==> config.mk <==
export PLATFORM = sky130hd
export DESIGN_NAME = environment_sensor_compensation_unit
export DESIGN_NICKNAME = d
export VERILOG_FILES = /design/src/hw/rtl/esc_pkg.sv /design/src/hw/rtl/environment_sensor_compensation_unit.sv
export VERILOG_INCLUDE_DIRS = /design/src /design/src/hw/rtl
export SDC_FILE = /design/constraint.sdc
export NUM_CORES = 2
export LEC_CHECK = 0
export BUFFER_PORTS_ARGS = -buffer_cell sky130_fd_sc_hd__buf_2
export CORE_ASPECT_RATIO = 1.2
export CORE_MARGIN = 5
export CORE_UTILIZATION = 60
export CTS_CLUSTER_DIAMETER = 50
export DETAILED_ROUTE_END_ITERATION = 8
export PLACE_DENSITY = 0.77
export SYNTH_ARGS = -nofsm -noshare
export SYNTH_HDL_FRONTEND = slang
export SYNTH_SLANG_ARGS = --single-unit
==> constraint.sdc <==
create_clock -name clk -period 32.4 [get_ports clk]
set_clock_uncertainty 0.05 [all_clocks]
set_input_delay 3.24 -clock clk [delete_from_list [all_inputs] [get_ports clk]]
set_output_delay 3.24 -clock clk [all_outputs]
set_load 0.01 [all_outputs]
==> src/hw/rtl/environment_sensor_compensation_unit_defines.svh <==
// Assertion macros for the environment sensor compensation unit.
// Needs clk and rst in the scope where a macro is used.
`ifndef ENVIRONMENT_SENSOR_COMPENSATION_UNIT_DEFINES_SVH
`define ENVIRONMENT_SENSOR_COMPENSATION_UNIT_DEFINES_SVH
`ifndef ASSERT_OFF
`define ESC_ASSERT(lbl, prop) \
  lbl: assert property (@(posedge clk) disable iff (rst) prop) else $error("check failed");
`define ESC_ASSERT_IMP(lbl, ante, cons) \
  lbl: assert property (@(posedge clk) disable iff (rst) (ante) |-> (cons)) \
    else $error("check failed");
`else
`define ESC_ASSERT(lbl, prop)
`define ESC_ASSERT_IMP(lbl, ante, cons)
`endif
`endif

==> src/hw/rtl/esc_pkg.sv <==
// Shared types and constants of the environment sensor compensation unit.
// No dependencies.
package esc_pkg;

  typedef enum logic [5:0] {
    S_IDLE, S_T0, S_T1, S_T2, S_T3,
    S_P0, S_P1, S_P2, S_P3, S_P4, S_P5, S_P6, S_P7, S_P8, S_P9, S_DIV, S_P9F,
    S_P10, S_P11, S_P12, S_P13,
    S_H0, S_H1, S_H2, S_H3, S_H4, S_H5, S_H6, S_H7, S_H8,
    S_DONE
  } state_t;

  typedef enum logic [2:0] {
    REG_TEMP_TRIM       = 3'd0,
    REG_PRESS_TRIM_LOW  = 3'd1,
    REG_PRESS_TRIM_HIGH = 3'd2,
    REG_PRESS_HUM_TRIM  = 3'd3,
    REG_HUM_TRIM        = 3'd4
  } reg_idx_t;

  localparam logic [19:0] RAW_TP_OFF  = 20'h80000;
  localparam logic [15:0] RAW_H_OFF   = 16'h8000;
  localparam logic [31:0] HUM_MAX     = 32'd419430400;
  localparam int          DIV_STEPS   = 32;

endpackage

==> src/hw/rtl/environment_sensor_compensation_unit.sv <==
// Environment sensor compensation unit: top level with APB trim registers,
// one shared 32x32 multiplier under a sequencer and a radix-2 divider.
// Depends on esc_pkg and environment_sensor_compensation_unit_defines.svh.

// One word of raw temperature, pressure and humidity goes in; one word of
// compensated values comes out. Work is done one word at a time: temperature,
// then pressure with the bit-per-cycle divider, then humidity, each on the
// single shared multiplier. A disabled channel is skipped and reads zero.
// The fine temperature term is kept across words and reused when the
// temperature channel is off. A finished word waits in the output register
// while the next one is being computed.
`include "environment_sensor_compensation_unit_defines.svh"

module environment_sensor_compensation_unit import esc_pkg::*; (
  input  logic               clk,
  input  logic               rst,
  input  logic               psel,
  input  logic               penable,
  input  logic               pwrite,
  input  logic [5:0]         paddr,
  input  logic [63:0]        pwdata,
  output logic [63:0]        prdata,
  output logic               pready,
  input  logic               in_valid,
  output logic               in_ready,
  input  logic [19:0]        raw_temperature,
  input  logic [19:0]        raw_pressure,
  input  logic [15:0]        raw_humidity,
  output logic               out_valid,
  input  logic               out_ready,
  output logic signed [31:0] temperature_centi,
  output logic [31:0]        pressure_pa,
  output logic [16:0]        humidity_q10,
  output logic               temperature_valid,
  output logic               pressure_valid,
  output logic               humidity_valid
);

  function automatic logic [31:0] sar(input logic [31:0] v, input int n);
    return 32'($signed(v) >>> n);
  endfunction

  function automatic logic [31:0] sx16(input logic [15:0] v);
    return {{16{v[15]}}, v};
  endfunction

  logic [47:0] temp_trim;
  logic [63:0] press_trim_low, press_trim_high;
  logic [47:0] press_hum_trim;
  logic [31:0] hum_trim;

  state_t state, state_next;
  logic [19:0] rt, rp_raw;
  logic [15:0] rh;
  logic tv, pv, hv;
  logic [31:0] ft, ra, rb, rc, rd, rp;
  logic [31:0] tres, pres;
  logic [16:0] hres;
  logic [31:0] quot;
  logic [32:0] rem;
  logic [4:0]  div_cnt;
  logic        div_low;
  logic [31:0] mul_a, mul_b, mul_p;
  logic [32:0] rem_sh;
  logic [31:0] hum_v;
  logic        apb_wr;

  // Trim fields
  logic [31:0] t1, t2, t3, p1, p2, p3, p4, p5, p6, p7, p8, p9;
  logic [31:0] h1, h2, h3, h4, h5, h6;
  assign t1 = {16'd0, temp_trim[15:0]};
  assign t2 = sx16(temp_trim[31:16]);
  assign t3 = sx16(temp_trim[47:32]);
  assign p1 = {16'd0, press_trim_low[15:0]};
  assign p2 = sx16(press_trim_low[31:16]);
  assign p3 = sx16(press_trim_low[47:32]);
  assign p4 = sx16(press_trim_low[63:48]);
  assign p5 = sx16(press_trim_high[15:0]);
  assign p6 = sx16(press_trim_high[31:16]);
  assign p7 = sx16(press_trim_high[47:32]);
  assign p8 = sx16(press_trim_high[63:48]);
  assign p9 = sx16(press_hum_trim[15:0]);
  assign h1 = {24'd0, press_hum_trim[23:16]};
  assign h2 = sx16(press_hum_trim[39:24]);
  assign h3 = {24'd0, press_hum_trim[47:40]};
  assign h4 = {20'd0, hum_trim[11:0]};
  assign h5 = {20'd0, hum_trim[23:12]};
  assign h6 = {{24{hum_trim[31]}}, hum_trim[31:24]};

  // APB register file
  assign pready = 1'b1;
  assign apb_wr = psel && penable && pwrite;

  always_ff @(posedge clk) begin
    if (rst) begin
      temp_trim       <= '0;
      press_trim_low  <= '0;
      press_trim_high <= '0;
      press_hum_trim  <= '0;
      hum_trim        <= '0;
    end else if (apb_wr) begin
      case (paddr[5:3])
        REG_TEMP_TRIM:       temp_trim       <= pwdata[47:0];
        REG_PRESS_TRIM_LOW:  press_trim_low  <= pwdata;
        REG_PRESS_TRIM_HIGH: press_trim_high <= pwdata;
        REG_PRESS_HUM_TRIM:  press_hum_trim  <= pwdata[47:0];
        REG_HUM_TRIM:        hum_trim        <= pwdata[31:0];
        default: ;
      endcase
    end
  end

  always_comb begin
    case (paddr[5:3])
      REG_TEMP_TRIM:       prdata = {16'd0, temp_trim};
      REG_PRESS_TRIM_LOW:  prdata = press_trim_low;
      REG_PRESS_TRIM_HIGH: prdata = press_trim_high;
      REG_PRESS_HUM_TRIM:  prdata = {16'd0, press_hum_trim};
      REG_HUM_TRIM:        prdata = {32'd0, hum_trim};
      default:             prdata = '0;
    endcase
  end

  // Shared multiplier, low word only
  assign mul_p  = 32'(mul_a * mul_b);
  assign rem_sh = {rem[31:0], quot[31]};
  assign hum_v  = ra - sar(mul_p, 4);

  // Next state
  always_comb begin
    state_next = state;
    case (state)
      S_IDLE: begin
        if (in_valid) begin
          if (raw_temperature != RAW_TP_OFF) state_next = S_T0;
          else if (raw_pressure != RAW_TP_OFF) state_next = S_P0;
          else if (raw_humidity != RAW_H_OFF) state_next = S_H0;
          else state_next = S_DONE;
        end
      end
      S_T0: state_next = S_T1;
      S_T1: state_next = S_T2;
      S_T2: state_next = S_T3;
      S_T3: state_next = pv ? S_P0 : (hv ? S_H0 : S_DONE);
      S_P0: state_next = S_P1;
      S_P1: state_next = S_P2;
      S_P2: state_next = S_P3;
      S_P3: state_next = S_P4;
      S_P4: state_next = S_P5;
      S_P5: state_next = S_P6;
      S_P6: state_next = S_P7;
      S_P7: state_next = (sar(mul_p, 15) == 32'd0) ? (hv ? S_H0 : S_DONE) : S_P8;
      S_P8: state_next = S_P9;
      S_P9: state_next = S_DIV;
      S_DIV: state_next = (div_cnt == 5'(DIV_STEPS - 1)) ? S_P9F : S_DIV;
      S_P9F: state_next = S_P10;
      S_P10: state_next = S_P11;
      S_P11: state_next = S_P12;
      S_P12: state_next = S_P13;
      S_P13: state_next = hv ? S_H0 : S_DONE;
      S_H0: state_next = S_H1;
      S_H1: state_next = S_H2;
      S_H2: state_next = S_H3;
      S_H3: state_next = S_H4;
      S_H4: state_next = S_H5;
      S_H5: state_next = S_H6;
      S_H6: state_next = S_H7;
      S_H7: state_next = S_H8;
      S_H8: state_next = S_DONE;
      S_DONE: if (!out_valid || out_ready) state_next = S_IDLE;
      default: state_next = S_IDLE;
    endcase
  end

  // Multiplier operand select
  always_comb begin
    mul_a = '0;
    mul_b = '0;
    case (state)
      S_T0: begin mul_a = {15'd0, rt[19:3]} - (t1 << 1); mul_b = t2; end
      S_T1: begin mul_a = {16'd0, rt[19:4]} - t1; mul_b = {16'd0, rt[19:4]} - t1; end
      S_T2: begin mul_a = rb; mul_b = t3; end
      S_T3: begin mul_a = ft; mul_b = 32'd5; end
      S_P1: begin mul_a = sar(ra, 2); mul_b = sar(ra, 2); end
      S_P2: begin mul_a = sar(rc, 11); mul_b = p6; end
      S_P3: begin mul_a = ra; mul_b = p5; end
      S_P5: begin mul_a = p3; mul_b = sar(rc, 13); end
      S_P6: begin mul_a = p2; mul_b = ra; end
      S_P7: begin mul_a = 32'd32768 + ra; mul_b = p1; end
      S_P8: begin
        mul_a = (32'd1048576 - {12'd0, rp_raw}) - sar(rb, 12);
        mul_b = 32'd3125;
      end
      S_P10: begin mul_a = rp >> 3; mul_b = rp >> 3; end
      S_P11: begin mul_a = p9; mul_b = rc; end
      S_P12: begin mul_a = rp >> 2; mul_b = p8; end
      S_H1: begin mul_a = h5; mul_b = ra; end
      S_H2: begin mul_a = ra; mul_b = h6; end
      S_H3: begin mul_a = ra; mul_b = h3; end
      S_H4: begin mul_a = rc; mul_b = rd; end
      S_H5: begin mul_a = rc; mul_b = h2; end
      S_H6: begin mul_a = rb; mul_b = rc; end
      S_H7: begin mul_a = sar(ra, 15); mul_b = sar(ra, 15); end
      S_H8: begin mul_a = rb; mul_b = h1; end
      default: ;
    endcase
  end

  always_ff @(posedge clk) begin
    if (rst) begin
      state     <= S_IDLE;
      ft        <= '0;
      out_valid <= 1'b0;
    end else begin
      state <= state_next;
      if (state == S_DONE && (!out_valid || out_ready)) out_valid <= 1'b1;
      else if (out_ready) out_valid <= 1'b0;
      case (state)
        S_T2: ft <= ra + sar(mul_p, 14);
        default: ;
      endcase
    end
  end

  // Datapath registers
  always_ff @(posedge clk) begin
    case (state)
      S_IDLE: begin
        rt     <= raw_temperature;
        rp_raw <= raw_pressure;
        rh     <= raw_humidity;
        tv     <= raw_temperature != RAW_TP_OFF;
        pv     <= raw_pressure != RAW_TP_OFF;
        hv     <= raw_humidity != RAW_H_OFF;
        tres   <= '0;
        pres   <= '0;
        hres   <= '0;
      end
      S_T0: ra <= sar(mul_p, 11);
      S_T1: rb <= sar(mul_p, 12);
      S_T3: tres <= sar(mul_p + 32'd128, 8);
      S_P0: ra <= sar(ft, 1) - 32'd64000;
      S_P1: rc <= mul_p;
      S_P2: rb <= mul_p;
      S_P3: rb <= rb + (mul_p << 1);
      S_P4: rb <= sar(rb, 2) + (p4 << 16);
      S_P5: rd <= sar(mul_p, 3);
      S_P6: ra <= sar(rd + sar(mul_p, 1), 18);
      S_P7: ra <= sar(mul_p, 15);
      S_P8: rp <= mul_p;
      S_P9: begin
        div_low <= !rp[31];
        quot    <= rp[31] ? rp : (rp << 1);
        rem     <= '0;
        div_cnt <= '0;
      end
      S_DIV: begin
        div_cnt <= div_cnt + 5'd1;
        if (rem_sh >= {1'b0, ra}) begin
          rem  <= rem_sh - {1'b0, ra};
          quot <= {quot[30:0], 1'b1};
        end else begin
          rem  <= rem_sh;
          quot <= {quot[30:0], 1'b0};
        end
      end
      S_P9F: rp <= div_low ? quot : (quot << 1);
      S_P10: rc <= mul_p >> 13;
      S_P11: ra <= sar(mul_p, 12);
      S_P12: rb <= sar(mul_p, 13);
      S_P13: pres <= rp + sar(ra + rb + p7, 4);
      S_H0: ra <= ft - 32'd76800;
      S_H1: rb <= sar((({16'd0, rh} << 14) - (h4 << 20) - mul_p) + 32'd16384, 15);
      S_H2: rc <= sar(mul_p, 10);
      S_H3: rd <= sar(mul_p, 11) + 32'd32768;
      S_H4: rc <= sar(mul_p, 10) + 32'd2097152;
      S_H5: rc <= sar(mul_p + 32'd8192, 14);
      S_H6: ra <= mul_p;
      S_H7: rb <= sar(mul_p, 7);
      S_H8: begin
        if (hum_v[31]) hres <= '0;
        else if (hum_v > HUM_MAX) hres <= 17'(HUM_MAX >> 12);
        else hres <= 17'(hum_v >> 12);
      end
      default: ;
    endcase
  end

  // Output register
  always_ff @(posedge clk) begin
    if (state == S_DONE && (!out_valid || out_ready)) begin
      temperature_centi <= $signed(tres);
      pressure_pa       <= pres;
      humidity_q10      <= hres;
      temperature_valid <= tv;
      pressure_valid    <= pv;
      humidity_valid    <= hv;
    end
  end

  assign in_ready = (state == S_IDLE);

  `ESC_ASSERT_IMP(a_accept_leaves_idle, state == S_IDLE && in_valid, ##1 state != S_IDLE)
  `ESC_ASSERT_IMP(a_result_from_done, $rose(out_valid), $past(state) == S_DONE)
  `ESC_ASSERT_IMP(a_hum_clamped, out_valid, humidity_q10 <= 17'd102400)
  `ESC_ASSERT_IMP(a_div_enters_clean, state == S_P9, ##1 (state == S_DIV && div_cnt == 5'd0))

endmodule
; ---- Word level (Yosys, flattened, before mapping)
; Index checks and enable logic that the tools add are counted.
[totals]
wordCells = 161
in_bits = 133
reg_bits = 749
[classes]
order_cmp = 2
reduce_logical = 30
addsub = 24
eq_ne = 40
n_mul = 1
mux = 32
[ops]
columns = operator, count
row1 = $pmux 32 s20, 1
row2 = $pmux 32 s17, 1
row3 = $pmux 32 s7, 2
row4 = $pmux 32 s2, 6
row5 = $pmux 64 s5, 1
row6 = $add 32x32->32, 7
row7 = $pmux 6 s31, 1
row8 = $pmux 32 s5, 1
row9 = $mux 32, 3
row10 = $sub 32x32->32, 3
row11 = $eq 6x5->1 const B, 15
row12 = $eq 6x4->1 const B, 8
row13 = $ne 20x20->1 const B, 2
row14 = $mux 6, 6
row15 = $mux 17, 2
row16 = $pmux 17 s2, 1
row17 = $ge 33x32->1, 1
row18 = $add 16x32->32 const A, 1
row19 = $add 32x14->32 const B, 1
row20 = $add 32x15->32 const B, 1
row21 = $add 32x8->32 const B, 1
row22 = $gt 32x29->1 const B, 1
row23 = $logic_not 32->1, 1
row24 = $mul 32x32->32, 1
row25 = other kinds (35), 61

; ---- Longest topological paths before layout
[logic_depth]
word_depth = 9
depth_mapped = 64
depth_no_buf = 60

; ---- Worst setup path after synthesis
; Ideal clock, no wire load.
[synth_path]
path_kind = register to register
from = register rp_raw[2]
to = register hres[7] (data pin)
setup_time_ps = 150
stages_incl_launch_ff = 59
required_ps = 32200
synth_period_minus_slack_ps = 13974
t_arrival_ps = 13774
path_slack_ps = 18426
path_cell_list = edfxtp_1 -> nor3_1 -> nor3b_1 -> nand2_1 -> nor3_1 -> xnor2_1 -> ha_1 -> o21ai_0 -> nor2_1 -> or3b_2 -> a21o_1 -> a21oi_1 -> o31ai_1 -> a211oi_1 -> nor2_1 -> fa_1 -> inv_1 -> fa_1 -> [... 23 more ...] -> a21o_1 -> a21oi_1 -> inv_1 -> a311o_1 -> a21o_1 -> maj3_1 -> maj3_1 -> maj3_2 -> maj3_1 -> a21boi_0 -> nor2_1 -> a21oi_1 -> o21ai_1 -> a21oi_1 -> or3_1 -> nand3_4 -> buf_4 -> nor3_2
[synth_between]
elab_chain_cells = 9
[synth_lines]
columns = item, line
row1 = "start, declared", environment_sensor_compensation_unit.sv:53  ; logic [19:0] rt, rp_raw;
row2 = "start signal, assigned", environment_sensor_compensation_unit.sv:230  ; rp_raw <= raw_pressure;
row3 = $sub 21x20->22 (*), environment_sensor_compensation_unit.sv:191  ; mul_a = (32'd1048576 - {12'd0, rp_raw}) - sar(rb, 12);
row4 = $sub 22x20->23 (*), environment_sensor_compensation_unit.sv:191
row5 = $pmux 32 s17 (*), environment_sensor_compensation_unit.sv:179  ; case (state)
row6 = $mul 32x32->32 (*), environment_sensor_compensation_unit.sv:125  ; assign mul_p = 32'(mul_a * mul_b);
row7 = $sub 32x32->32 (*), environment_sensor_compensation_unit.sv:127  ; assign hum_v = ra - sar(mul_p, 4);
row8 = $gt 32x29->1, environment_sensor_compensation_unit.sv:282  ; else if (hum_v > HUM_MAX) hres <= 17'(HUM_MAX >> 12);
row9 = $mux 17, environment_sensor_compensation_unit.sv:282
row10 = $mux 17 (*), environment_sensor_compensation_unit.sv:281  ; if (hum_v[31]) hres <= '0;
row11 = $pmux 17 s2 (*), environment_sensor_compensation_unit.sv:227  ; case (state)
row12 = "end signal, assigned", environment_sensor_compensation_unit.sv:282
row13 = "end signal, assigned", environment_sensor_compensation_unit.sv:283  ; else hres <= 17'(hum_v >> 12);
row14 = "end, declared", environment_sensor_compensation_unit.sv:58  ; logic [16:0] hres;
; Mark *: on every way between the ends. The rest lies on a longest branch, timed or not.
; A chain may end at the register's enable or synchronous reset.

; ---- Worst setup path in the final report
[layout_path]
from = register state[4]
to = register hres[3] (data pin)
[layout_between]
elab_chain_cells = 9
word_cells_on_any_way = 36
[layout_lines]
columns = item, line
row1 = "start, declared", environment_sensor_compensation_unit.sv:52  ; state_t state, state_next;
row2 = "start signal, assigned", environment_sensor_compensation_unit.sv:215  ; state <= state_next;
row3 = $eq 6x5->1 (tied with other cells), "environment_sensor_compensation_unit.sv:179, environment_sensor_compensation_unit.sv:227"
row4 = $reduce_or 3->1 (no line) or $reduce_or 2->1 (tied branches), n/a
row5 = $pmux 32 s17 or $pmux 32 s20 (tied branches), environment_sensor_compensation_unit.sv:179
row6 = $mul 32x32->32, environment_sensor_compensation_unit.sv:125
row7 = $sub 32x32->32, environment_sensor_compensation_unit.sv:127
row8 = $gt 32x29->1, environment_sensor_compensation_unit.sv:282
row9 = $mux 17, environment_sensor_compensation_unit.sv:282
row10 = $mux 17, environment_sensor_compensation_unit.sv:281
row11 = $pmux 17 s2 (*), environment_sensor_compensation_unit.sv:227
; Marked as above.

==> metrics.cfg <==
[layout]
drive_gt1_share_pct=10.31
nets=8860
final-seq-area_sq_um=18860
multiInputGateArea_sq_um=43210
fin_util_pct=66.44
fillerInstances=8870
areaGrowthSynthToFinish_pct=9.955

[grt]
antenna_found_initial=47
gr-usage-met3_pct=18.28
grt_max_degree=138
grtUsageMet2_pct=73.33
grt_pass1_vias=61860
grt_pass1_wl_um=427300
grt_busiest_layer=met2
gr-usage-all-layers_pct=50.05
overflow=0
use_met1_pct=57.07

[routing]
vias=64700
ant_nets=0
drt_iter0_markers=10250
first_pass_iters=9
drcViolationCount=7
wirelength_um=303000
vias_per_cell=6.928
wire_per_inst_um=32.44

[synthesis]
synth_ff_type=edfxtp_1
postSynthAreaPerCell_sq_um=8.634
synth_area_sq_um=66260
synth-simple-area-share_pct=16.68
synth-edff-count=432
synth_mux_area_share_pct=2.219
syn_nets=8719
ys.warnings.count=0
synth_seq_cells=726
ys_seq_area_share_pct=28.46
synthXorXnorAreaFrac_pct=4.941
synth_compound_area_share_pct=18.42
synth_async_sr_flop_share_pct=0
synth_top_family_by_area=adder cells
synthAdderAreaFrac_pct=22.41
synthDistinctLibCells=112
synthCells=7675

[clock_network]
root_buffer=clkbuf_16
cts_tree=done
cts_buffers=90
cts.sinks=726
hold_buffers=0
ctsHtreeMaxLevel=3
ctsResizeCount=0
cts.clk_slew.worst_paths_ns=0.06
cts_setup_buffers=0
cts_buffer_depth=3
clkLatencyLatePin_ns=0.76

[worst_setup_path]
cpMostUsedCell=inv_1
critPathMaxStageDelay_ns=1.09
cp_slowest_cell=nor2_2
critPathKind=flop to flop
end_kind=flop
start_kind=flop
cp_max_fo=56
cp.required_ns=32.91
crit_arrival_ns=17.45

[place]
dp_hpwl_um=224400
dp_slack_ns=16.19
gp_congestion=1.106
portBuffers=279

[timing]
hold_ws_ns=0.3640
final-setup-viol-count=0
rsz0062_at_grt=false
max_freq_mhz=59.04
tns_ns=0
worst_slack_ns=15.46
relSlewSlack_pct=5.962
finalHoldViolCount=0
fin_crit_sh_pct=52.28
final-max-slew-violation-count=0
period_needed_ns=16.94
worst_pin_slew_ns=1.402

[pwr]
p_comb_share_pct=56.3
p_per_area_nw_per_um2=70.51
total_power_mw=5.138
p_int_mw=2.685
power.leakage_nw=30.41
clkPwrFrac_pct=20.9
ir_worst_vdd_v=0.0001301
net-switching-power_mw=2.453
swShare_pct=47.75
power.share.sequential_pct=22.7

[floorplan]
fp.dieH_um=374.0
fp.dieW_um=313.4
start_util_pct=60.42
die_area_sq_um=117200
num_rows=133
core-area_sq_um=109700
io_pins=284

[outcome]
violations=DRC
status=finished, violations left

[worst_hold_path]
hold_class=flop to flop

[job]
cap_violations=0

worst max-delay path: cells and delay by family (launching register included):
| kind | cells | cell delay [ns] |
|---|---|---|
| XOR/XNOR | 1 | 0.15 |
| buffers and inverters | 10 | 2.38 |
| AO/OA/AOI/OAI | 15 | 4.25 |
| flip-flops | 1 | 0.68 |
| AND/OR/NAND/NOR | 12 | 3.43 |
| adder cells (fa/ha/maj) | 14 | 5.81 |
final cells by class:
cell class              count  area share (%)
flip-flops and latches    726           25.88
multi-input cells        5775           59.31
repair buffers            490           4.103
clock inverters            58          0.9994
clock buffers             111           3.393
inverters                 733           3.776
diodes                     30          0.1030
well taps                1417           2.433
flip-flops by register name, indices dropped and copies added, names as in the netlist, 17 cells and up:
signal,cells
press_trim_low,64
hum_trim,32
tres,24
rt,17
rc,32
rb,32
ra,32
rp_raw,20
press_hum_trim,48
rem,32
press_trim_high,64
quot,32
rp,32
temperature_centi,24
pres,32
temp_trim,48
ft,32
hres,17
pressure_pa,32
rd,29
humidity_q10,17
power by group through the flow:
stage	Sequential [mW]	Clock, mW	Combinational, mW
final	1.17	1.07	2.89
after CTS	1.16	1.07	2.77
after floorplan	1.13	0	1.85
after detailed placement	1.18	0	2.73
after global placement	1.17	0	2.65
after global routing	1.16	1.11	3.05
routing by layer:
metal	part of all wire, %	vias up	routed length (um)
met2	42	5177	126500
met4	12	28	36670
li1	-	27020	-
met3	14	1655	41490
met5	0.064	-	195
met1	32	30830	98160
metrics by stage:
step                std cells  cell area [sq um]
floorplan                7675              66260
finish                   9340              72860
global route             9318              72800
CTS                      9309              72770
global placement         9140              69570
detailed placement       9140              69570
worst paths after layout:
| check | start | endpoint | slack, ns | depth (start not counted) |
|---|---|---|---|---|
| max | state[4] | hres[3] | 15.46 | 52 |
| min | tres[0] | temperature_centi[0] | 0.36 | 0 |
| max reg2reg | state[4] | hres[3] | 15.46 | 52 |
| min reg2reg | tres[0] | temperature_centi[0] | 0.36 | 0 |
layout by cell type, fill, tap and decap left out, types with 73 or more instances in the layout:
master / n
and3_1: 78
a21o_1: 83
ha_1: 458
xnor2_1: 252
buf_4: 211
o21ai_0: 297
dfxtp_1: 293
nand3_1: 143
nor2_1: 579
a21oi_1: 698
nand2b_1: 73
nor3_1: 93
a22oi_1: 110
clkbuf_16: 91
edfxtp_1: 432
buf_2: 277
fa_1: 453
nand2_1: 1187
mux2i_1: 103
xor2_1: 96
inv_1: 727
cells in the mapped netlist, types with 51 or more instances:
| library cell | count | area share, % |
|---|---|---|
| fa_1 | 453 | 14 |
| a221o_1 | 52 | 0.79 |
| inv_1 | 728 | 4.1 |
| nand2b_1 | 73 | 0.69 |
| a211oi_1 | 51 | 0.58 |
| nand3_1 | 144 | 1.1 |
| xnor2_1 | 259 | 3.4 |
| buf_2 | 52 | 0.39 |
| a221oi_1 | 69 | 0.91 |
| nor2b_1 | 60 | 0.57 |
| a22oi_1 | 110 | 1.2 |
| nor3_1 | 99 | 0.75 |
| a21oi_1 | 698 | 5.3 |
| dfxtp_1 | 294 | 8.9 |
| nor2_1 | 596 | 3.4 |
| edfxtp_1 | 432 | 20 |
| a21o_1 | 83 | 0.94 |
| nand2_1 | 1191 | 6.7 |
| clkbuf_1 | 336 | 1.9 |
| a222oi_1 | 60 | 0.91 |
| and3_1 | 79 | 0.75 |
| ha_1 | 458 | 8.6 |
| o21ai_0 | 300 | 2.3 |
| xor2_1 | 99 | 1.3 |
| mux2i_1 | 103 | 1.6 |
cells by family (layout without fill, tap and decap cells):
kind of cell / Yosys count / count (layout)
buffers and inverters: 1174 / 1392
AO/OA/AOI/OAI: 1869 / 1869
AND/OR/NAND/NOR: 2499 / 2499
adder cells (fa/ha/maj): 916 / 916
flip-flops: 726 / 726
other: 1 / 31
multiplexers: 126 / 126
XOR/XNOR: 364 / 364
(Power assumes the default switching activity.)
